[src/design/utf8dec_pkg.sv]
`timescale 1ns / 1ps

package utf8dec_pkg;

    localparam int POINT_W = 21;
    localparam int BYTE_W  = 8;

    typedef logic [1:0]         t_width_code;
    typedef logic [1:0]         t_rem_count;
    typedef logic [POINT_W-1:0] t_point;

    // Unit width and width class codes share one encoding.
    localparam t_width_code WIDTH_8  = 2'd0;
    localparam t_width_code WIDTH_16 = 2'd1;
    localparam t_width_code WIDTH_32 = 2'd2;

    // Lead byte prefixes, compared against the top bits of the byte.
    localparam logic [2:0] LEAD2_PREFIX = 3'b110;
    localparam logic [3:0] LEAD3_PREFIX = 4'b1110;
    localparam logic [4:0] LEAD4_PREFIX = 5'b11110;

    localparam int CONT_BITS  = 6;
    localparam int LEAD2_BITS = 5;
    localparam int LEAD3_BITS = 4;
    localparam int LEAD4_BITS = 3;

    localparam t_width_code UNIT_WIDTH_RESET = WIDTH_32;

    function automatic t_width_code max_class(input t_width_code a, input t_width_code b);
        max_class = (a < b) ? b : a;
    endfunction

    function automatic t_point truncate_point(input t_point cp, input t_width_code uw);
        t_point res;
        case (uw)
            WIDTH_8:  res = {{(POINT_W-8){1'b0}}, cp[7:0]};
            WIDTH_16: res = {{(POINT_W-16){1'b0}}, cp[15:0]};
            default:  res = cp;
        endcase
        truncate_point = res;
    endfunction

endpackage

[src/design/utf8_to_codepoint_decoder_unit.sv]
`timescale 1ns / 1ps

// UTF-8 decoder taking one byte per clock and producing one code point per completed
// one- to four-byte sequence, truncated to the configured unit width (8, 16 or 32 bits).
// A byte is decoded in the cycle of its transfer and the result lands in a single output
// register, so the sustained rate is one byte per clock; the input is ready whenever that
// register is empty or is being drained in the same cycle. Continuation bytes are masked
// to six bits without checking their top bits. An invalid lead byte, or a last byte that
// cuts a sequence short, yields a result with bad_sequence set and code point zero. The
// running width class (16 bits for two- and three-byte sequences, 32 for four-byte ones)
// accompanies each result and clears, with all decode state, after the last byte.
// Write unit_width only while no transfer is pending.
module utf8_to_codepoint_decoder_unit (
    input  logic        i_clk,
    input  logic        i_rst_n,
    input  logic        i_cfg_wr_en,
    input  logic [1:0]  i_cfg_wr_data,
    input  logic        i_in_valid,
    output logic        o_in_ready,
    input  logic [7:0]  i_byte_in,
    input  logic        i_last_byte,
    output logic        o_out_valid,
    input  logic        i_out_ready,
    output logic [20:0] o_code_point,
    output logic        o_bad_sequence,
    output logic [1:0]  o_width_needed,
    output logic        o_end_of_string
);

    utf8dec_pkg::t_width_code r_unit_width;
    utf8dec_pkg::t_rem_count  r_bytes_rem, n_bytes_rem;
    utf8dec_pkg::t_point      r_partial, n_partial;
    utf8dec_pkg::t_width_code r_width_class, n_width_class;

    logic                     r_out_valid;
    utf8dec_pkg::t_point      r_code_point;
    logic                     r_bad;
    utf8dec_pkg::t_width_code r_width_needed;
    logic                     r_eos;

    logic                     in_fire;
    logic                     emit;
    utf8dec_pkg::t_point      emit_point;
    logic                     emit_bad;
    utf8dec_pkg::t_width_code emit_class;
    utf8dec_pkg::t_point      cont_point;
    utf8dec_pkg::t_rem_count  cont_rem;

    assign o_in_ready = !r_out_valid || i_out_ready;
    assign in_fire    = i_in_valid && o_in_ready;

    assign cont_point = {r_partial[utf8dec_pkg::POINT_W-utf8dec_pkg::CONT_BITS-1:0],
                         i_byte_in[utf8dec_pkg::CONT_BITS-1:0]};
    assign cont_rem   = r_bytes_rem - 2'd1;

    always_comb begin
        n_bytes_rem   = r_bytes_rem;
        n_partial     = r_partial;
        n_width_class = r_width_class;
        emit          = 1'b0;
        emit_point    = '0;
        emit_bad      = 1'b0;

        if (r_bytes_rem == '0) begin
            if (!i_byte_in[7]) begin
                emit       = 1'b1;
                emit_point = {{(utf8dec_pkg::POINT_W-8){1'b0}}, i_byte_in};
            end else if (i_byte_in[7:5] == utf8dec_pkg::LEAD2_PREFIX) begin
                n_partial     = {{(utf8dec_pkg::POINT_W-utf8dec_pkg::LEAD2_BITS){1'b0}},
                                 i_byte_in[utf8dec_pkg::LEAD2_BITS-1:0]};
                n_bytes_rem   = 2'd1;
                n_width_class = utf8dec_pkg::max_class(r_width_class, utf8dec_pkg::WIDTH_16);
            end else if (i_byte_in[7:4] == utf8dec_pkg::LEAD3_PREFIX) begin
                n_partial     = {{(utf8dec_pkg::POINT_W-utf8dec_pkg::LEAD3_BITS){1'b0}},
                                 i_byte_in[utf8dec_pkg::LEAD3_BITS-1:0]};
                n_bytes_rem   = 2'd2;
                n_width_class = utf8dec_pkg::max_class(r_width_class, utf8dec_pkg::WIDTH_16);
            end else if (i_byte_in[7:3] == utf8dec_pkg::LEAD4_PREFIX) begin
                n_partial     = {{(utf8dec_pkg::POINT_W-utf8dec_pkg::LEAD4_BITS){1'b0}},
                                 i_byte_in[utf8dec_pkg::LEAD4_BITS-1:0]};
                n_bytes_rem   = 2'd3;
                n_width_class = utf8dec_pkg::max_class(r_width_class, utf8dec_pkg::WIDTH_32);
            end else begin
                emit     = 1'b1;
                emit_bad = 1'b1;
            end
            // A lead byte that is also the last byte leaves a cut sequence.
            if (!emit && n_bytes_rem != '0 && i_last_byte) begin
                emit     = 1'b1;
                emit_bad = 1'b1;
            end
        end else begin
            n_partial   = cont_point;
            n_bytes_rem = cont_rem;
            if (cont_rem == '0) begin
                emit       = 1'b1;
                emit_point = cont_point;
            end else if (i_last_byte) begin
                emit     = 1'b1;
                emit_bad = 1'b1;
            end
        end

        // The reported class is the one in force before the end-of-string clear.
        emit_class = n_width_class;

        if (i_last_byte) begin
            n_bytes_rem   = '0;
            n_partial     = '0;
            n_width_class = utf8dec_pkg::WIDTH_8;
        end
    end

    always_ff @(posedge i_clk) begin
        if (!i_rst_n) begin
            r_unit_width  <= utf8dec_pkg::UNIT_WIDTH_RESET;
            r_bytes_rem   <= '0;
            r_partial     <= '0;
            r_width_class <= utf8dec_pkg::WIDTH_8;
            r_out_valid   <= 1'b0;
        end else begin
            if (i_cfg_wr_en) begin
                r_unit_width <= i_cfg_wr_data;
            end
            if (in_fire) begin
                r_bytes_rem   <= n_bytes_rem;
                r_partial     <= n_partial;
                r_width_class <= n_width_class;
                r_out_valid   <= emit;
            end else if (i_out_ready) begin
                r_out_valid <= 1'b0;
            end
        end
    end

    always_ff @(posedge i_clk) begin
        if (in_fire && emit) begin
            r_code_point   <= utf8dec_pkg::truncate_point(emit_point, r_unit_width);
            r_bad          <= emit_bad;
            r_width_needed <= emit_class;
            r_eos          <= i_last_byte;
        end
    end

    assign o_out_valid     = r_out_valid;
    assign o_code_point    = r_code_point;
    assign o_bad_sequence  = r_bad;
    assign o_width_needed  = r_width_needed;
    assign o_end_of_string = r_eos;

    // An error result never carries a code point.
    assert property (@(posedge i_clk) disable iff (!i_rst_n)
        (o_out_valid && o_bad_sequence) |-> (o_code_point == '0))
        else $error("error result with nonzero code point");

    // The last byte always leaves the decoder at the start of a fresh string.
    assert property (@(posedge i_clk) disable iff (!i_rst_n)
        (in_fire && i_last_byte) |=> (r_bytes_rem == '0 && r_width_class == '0
                                      && r_partial == '0))
        else $error("decode state not cleared after last byte");

    // Any open sequence has already raised the width class.
    assert property (@(posedge i_clk) disable iff (!i_rst_n)
        (r_bytes_rem != '0) |-> (r_width_class != utf8dec_pkg::WIDTH_8))
        else $error("open sequence with 8-bit width class");

    // An accepted byte that completes nothing must not leave a stale result behind.
    assert property (@(posedge i_clk) disable iff (!i_rst_n)
        (in_fire && !emit) |=> !o_out_valid)
        else $error("result valid without an emitting byte");

endmodule
[config.mk]
export PLATFORM = sky130hd
export DESIGN_NAME = utf8_to_codepoint_decoder_unit
export DESIGN_NICKNAME = d
export VERILOG_FILES = /design/src/design/utf8dec_pkg.sv /design/src/design/utf8_to_codepoint_decoder_unit.sv
export SDC_FILE = /design/constraint.sdc
export NUM_CORES = 1
export LEC_CHECK = 0
export ABC_AREA = 1
export BUFFER_PORTS_ARGS = -buffer_cell sky130_fd_sc_hd__buf_2
export CAP_MARGIN = 15
export CELL_PAD_IN_SITES_DETAIL_PLACEMENT = 0
export CELL_PAD_IN_SITES_GLOBAL_PLACEMENT = 1
export CORE_MARGIN = 4
export CORE_UTILIZATION = 40
export DETAILED_ROUTE_END_ITERATION = 10
export PLACE_DENSITY = 0.84
export SYNTH_ARGS = -nofsm -noshare
export SYNTH_HDL_FRONTEND = slang
export SYNTH_SLANG_ARGS = --single-unit
[constraint.sdc]
create_clock -name i_clk -period 2.1 [get_ports i_clk]
set_input_delay 0.315 -clock i_clk [delete_from_list [all_inputs] [get_ports i_clk]]
set_output_delay 0.315 -clock i_clk [all_outputs]
set_load 0.005 [all_outputs]
==> key figures <==
Clock network
  • Cts hold-fix bufs: 0
  • Worst skew pair latency: 290 ps
  • CTS HTree Levels: 2
  • CTS tree: built
  • Post-CTS sizing: 0
  • Clock root buffer: clkbuf_8
  • Clock sinks: 47
  • Setup Fix Bufs, Post-CTS: 0
  • Clk buf depth: 2
  • Worst-path clk slew: 80 ps
  • Total CTS buffers: 5

Route
  • DR pass1 iterations: 4
  • Remaining DRCs: 0
  • Initial DRC Count: between 60 and 70
  • Drt total wl: 4088 um
  • Via density: 4.604
  • DR WL/cell: 12.17 um
  • Vias: between 1.5k and 2k
  • Final ANT Viol Nets: 0

Worst setup path
  • Critical Path Source Type: flip-flop
  • FF-to-FF path depth: 5
  • Type of the worst setup path: reg2reg
  • Worst-path maximum fanout: 18
  • Reg-to-reg startpoint: r_bytes_rem[1]$_SDFFE_PN0P_
  • RR Endpoint: o_code_point[11]$_DFFE_PP_
  • Crit. End Element: flip-flop
  • Critical path required time: 2160 ps
  • Worst Path Arrival: ~1700 ps
  • Register-to-register setup slack: 510 ps

Global routing
  • First-pass GRT wire length: 6665 um
  • Pin count of the biggest net entering global routing: 19
  • Vias in the first global route: roughly 1.5k
  • Total gr overflow: 0
  • GR Util All Layers: 0.1389
  • Antenna violations before repair: 0

Synthesis
  • Avg Inst Size Synth: 9.364 um2
  • Post-Syn Area: 2051 um2
  • Cell accounting for the most synthesized area: edfxtp_1
  • Post-Syn Nets: approximately 240
  • Yosys top cell area share: 0.3661
  • Top post-synthesis cells by area: edfxtp_1, dfxtp_1, nand2_1
  • Register area share after synthesis: 0.5808
  • Synthesized flop and latch total: 47
  • Number of distinct library cells after synthesis: 24
  • Syn Inst Count: 219
  • Synth Warn #: 0

Finish
  • Layout Nets: approximately 280
  • Most common cell after layout, fill and taps aside: nand2_1
  • Share of cells above drive strength 1: 0.3234
  • Synthesis-to-finish area growth: 18.61%
  • Fillers: 484
  • Final non-filler cell total: 336
  • Design area: 2432 um2
  • N_diodes: 0
  • Most frequent cells in the layout: nand2_1, buf_2, nor2_1

Floorplanning
  • CORE AREA: 4848 um2
  • Initial Utilization: 0.4230
  • Num rows: 25
  • Full die area: 6336 um2
  • Ports: 43
  • Die Y: 79.60 um
  • Die X: 79.60 um

Timing
  • RSZ-0062 raised after global routing: no
  • Fin crit period: 1590 ps
  • Slew Viols, Final: 0
  • Worst Skew: 5.785 ps
  • Setup-failing EPs final: 0
  • Actual slew at the worst max-slew pin: just under 600 ps
  • Final-report hold violation count: 0
  • Peak Freq: 0.6290 GHz
  • Setup tns final: 0 ps
  • Setup slack after layout: approximately 510 ps
  • Final period utilization: 0.7571
  • Relative slew slack: 0.6051

Run
  • Max_cap viols: 0

Status
  • Status: complete, no violations

Power
  • Maximum vdd drop: about 0.26 mV
  • Pleak: 1.007 nW
  • Int Pwr: 1.302 mW
  • PwrDens: 704.3 nW/um2
  • Combinational share of power: 0.104
  • Sw Share: 0.2398
  • Clk pwr share: 0.301
  • Reg power frac: 0.595
  • Psw: slightly above 0.4 mW

Hold path
  • Worst min-delay path startpoint: i_cfg_wr_data[1]
  • Hold Path Class: in2reg
  • Hold path cells: 3
  • WHS Endpoint: r_unit_width[1]$_SDFFE_PN1P_

Place
  • Hpwl dp: between 3000 and 4000 um
  • Worst slack at placement: 286.4 ps
  • Port buffer count: 42
  • RePlAce Congestion: 0.9130
  • Post-placement cell count: 328
  • Area after DPL: 2351 um2
-- state kept, by name (all words and copies together) (netlist names) --
| name | cells |
|---|---|
| o_bad_sequence | 1 |
| o_code_point | 21 |
| o_end_of_string | 1 |
| o_out_valid | 1 |
| o_width_needed | 2 |
| r_bytes_rem | 2 |
| r_partial | 15 |
| r_unit_width | 2 |
| r_width_class | 2 |
-- Yosys cell counts --
master     n
nand2_1   46
nor2_1    26
edfxtp_1  25
inv_1     25
dfxtp_1   22
a21oi_1   13
nand3_1   13
nand2_2   11
a21oi_2   10
inv_2      6
o21ai_0    5
nor2_2     3
nand2_4    2
nor2_4     2
a211oi_1   1
a31oi_1    1
a32o_1     1
buf_12     1
buf_2      1
clkbuf_1   1
clkinv_1   1
nand3_4    1
o211ai_1   1
o21ai_4    1
-- cells by family (layout without fill, tap and decap cells) --
logic type,Yosys count,in the layout,synth area share
and+or+nand+nor,104,104,0.2367
DFF,47,47,0.5808
buffers and inverters,35,85,0.07260
AOI/OAI and AO/OA,33,33,0.1098
-- per-layer routing --
metal	track usage	share of wire	up-vias
li1	-	-	805
met1	0.1639	0.46	702
met2	0.2270	0.48	38
met3	0.04515	0.051	2
met4	0.06701	0.0078	0
met5	0	0	-
-- area by class of cell --
type | instances | area (um2) | share of cell area
sequential | 47 | 1191 | 0.4897
multi-input combinational | 137 | 710.7 | 0.2922
timing repair buffer | 45 | 245.2 | 0.1008
inverter | 32 | 120.1 | 0.04938
tap | 67 | 83.83 | 0.03447
clock buffer | 6 | 72.57 | 0.02984
clock inverter | 2 | 8.758 | 0.003601
-- metrics by stage --
step | hold WS (ps) | total power, mW | utilization
CTS | 225.0 | 1.731 | 0.5017
global placement | 451.5 | 1.220 | 0.4849
global route | 225.6 | 1.795 | 0.5017
finish | 234.1 | 1.713 | 0.5017
detailed placement | 454.4 | 1.223 | 0.4849
floorplan | 399.1 | 1.142 | -
-- worst max-delay path: stages (launching register included) --
cell     delay, ps
dfxtp_1        370
nor2_2         370
nand3_1        120
nand2_1        100
inv_1          180
buf_12         220
-- worst max-delay path by stage --
stage	start	endpoint	slack, ps
6_report	r_bytes_rem[1]$_SDFFE_PN0P_	o_code_point[11]$_DFFE_PP_	510
3_5_place_dp	i_byte_in[5]	o_code_point[18]$_DFFE_PP_	290
5_1_grt	r_bytes_rem[1]$_SDFFE_PN0P_	o_code_point[8]$_DFFE_PP_	350
2_1_floorplan	i_byte_in[4]	o_bad_sequence$_DFFE_PP_	440
3_3_place_gp	i_byte_in[5]	o_code_point[20]$_DFFE_PP_	350
4_1_cts	r_bytes_rem[1]$_SDFFE_PN0P_	o_code_point[10]$_DFFE_PP_	470
-- power groups by stage --
stage | Clock (mW) | Sequential (mW) | Combinational [mW]
CTS | 0.528 | 1.02 | 0.183
global route | 0.572 | 1.02 | 0.200
global placement | 0 | 1.04 | 0.180
detailed placement | 0 | 1.04 | 0.182
finish | 0.515 | 1.02 | 0.179
floorplan | 0 | 1.05 | 0.0959
Power figures use the tool's default switching activity.
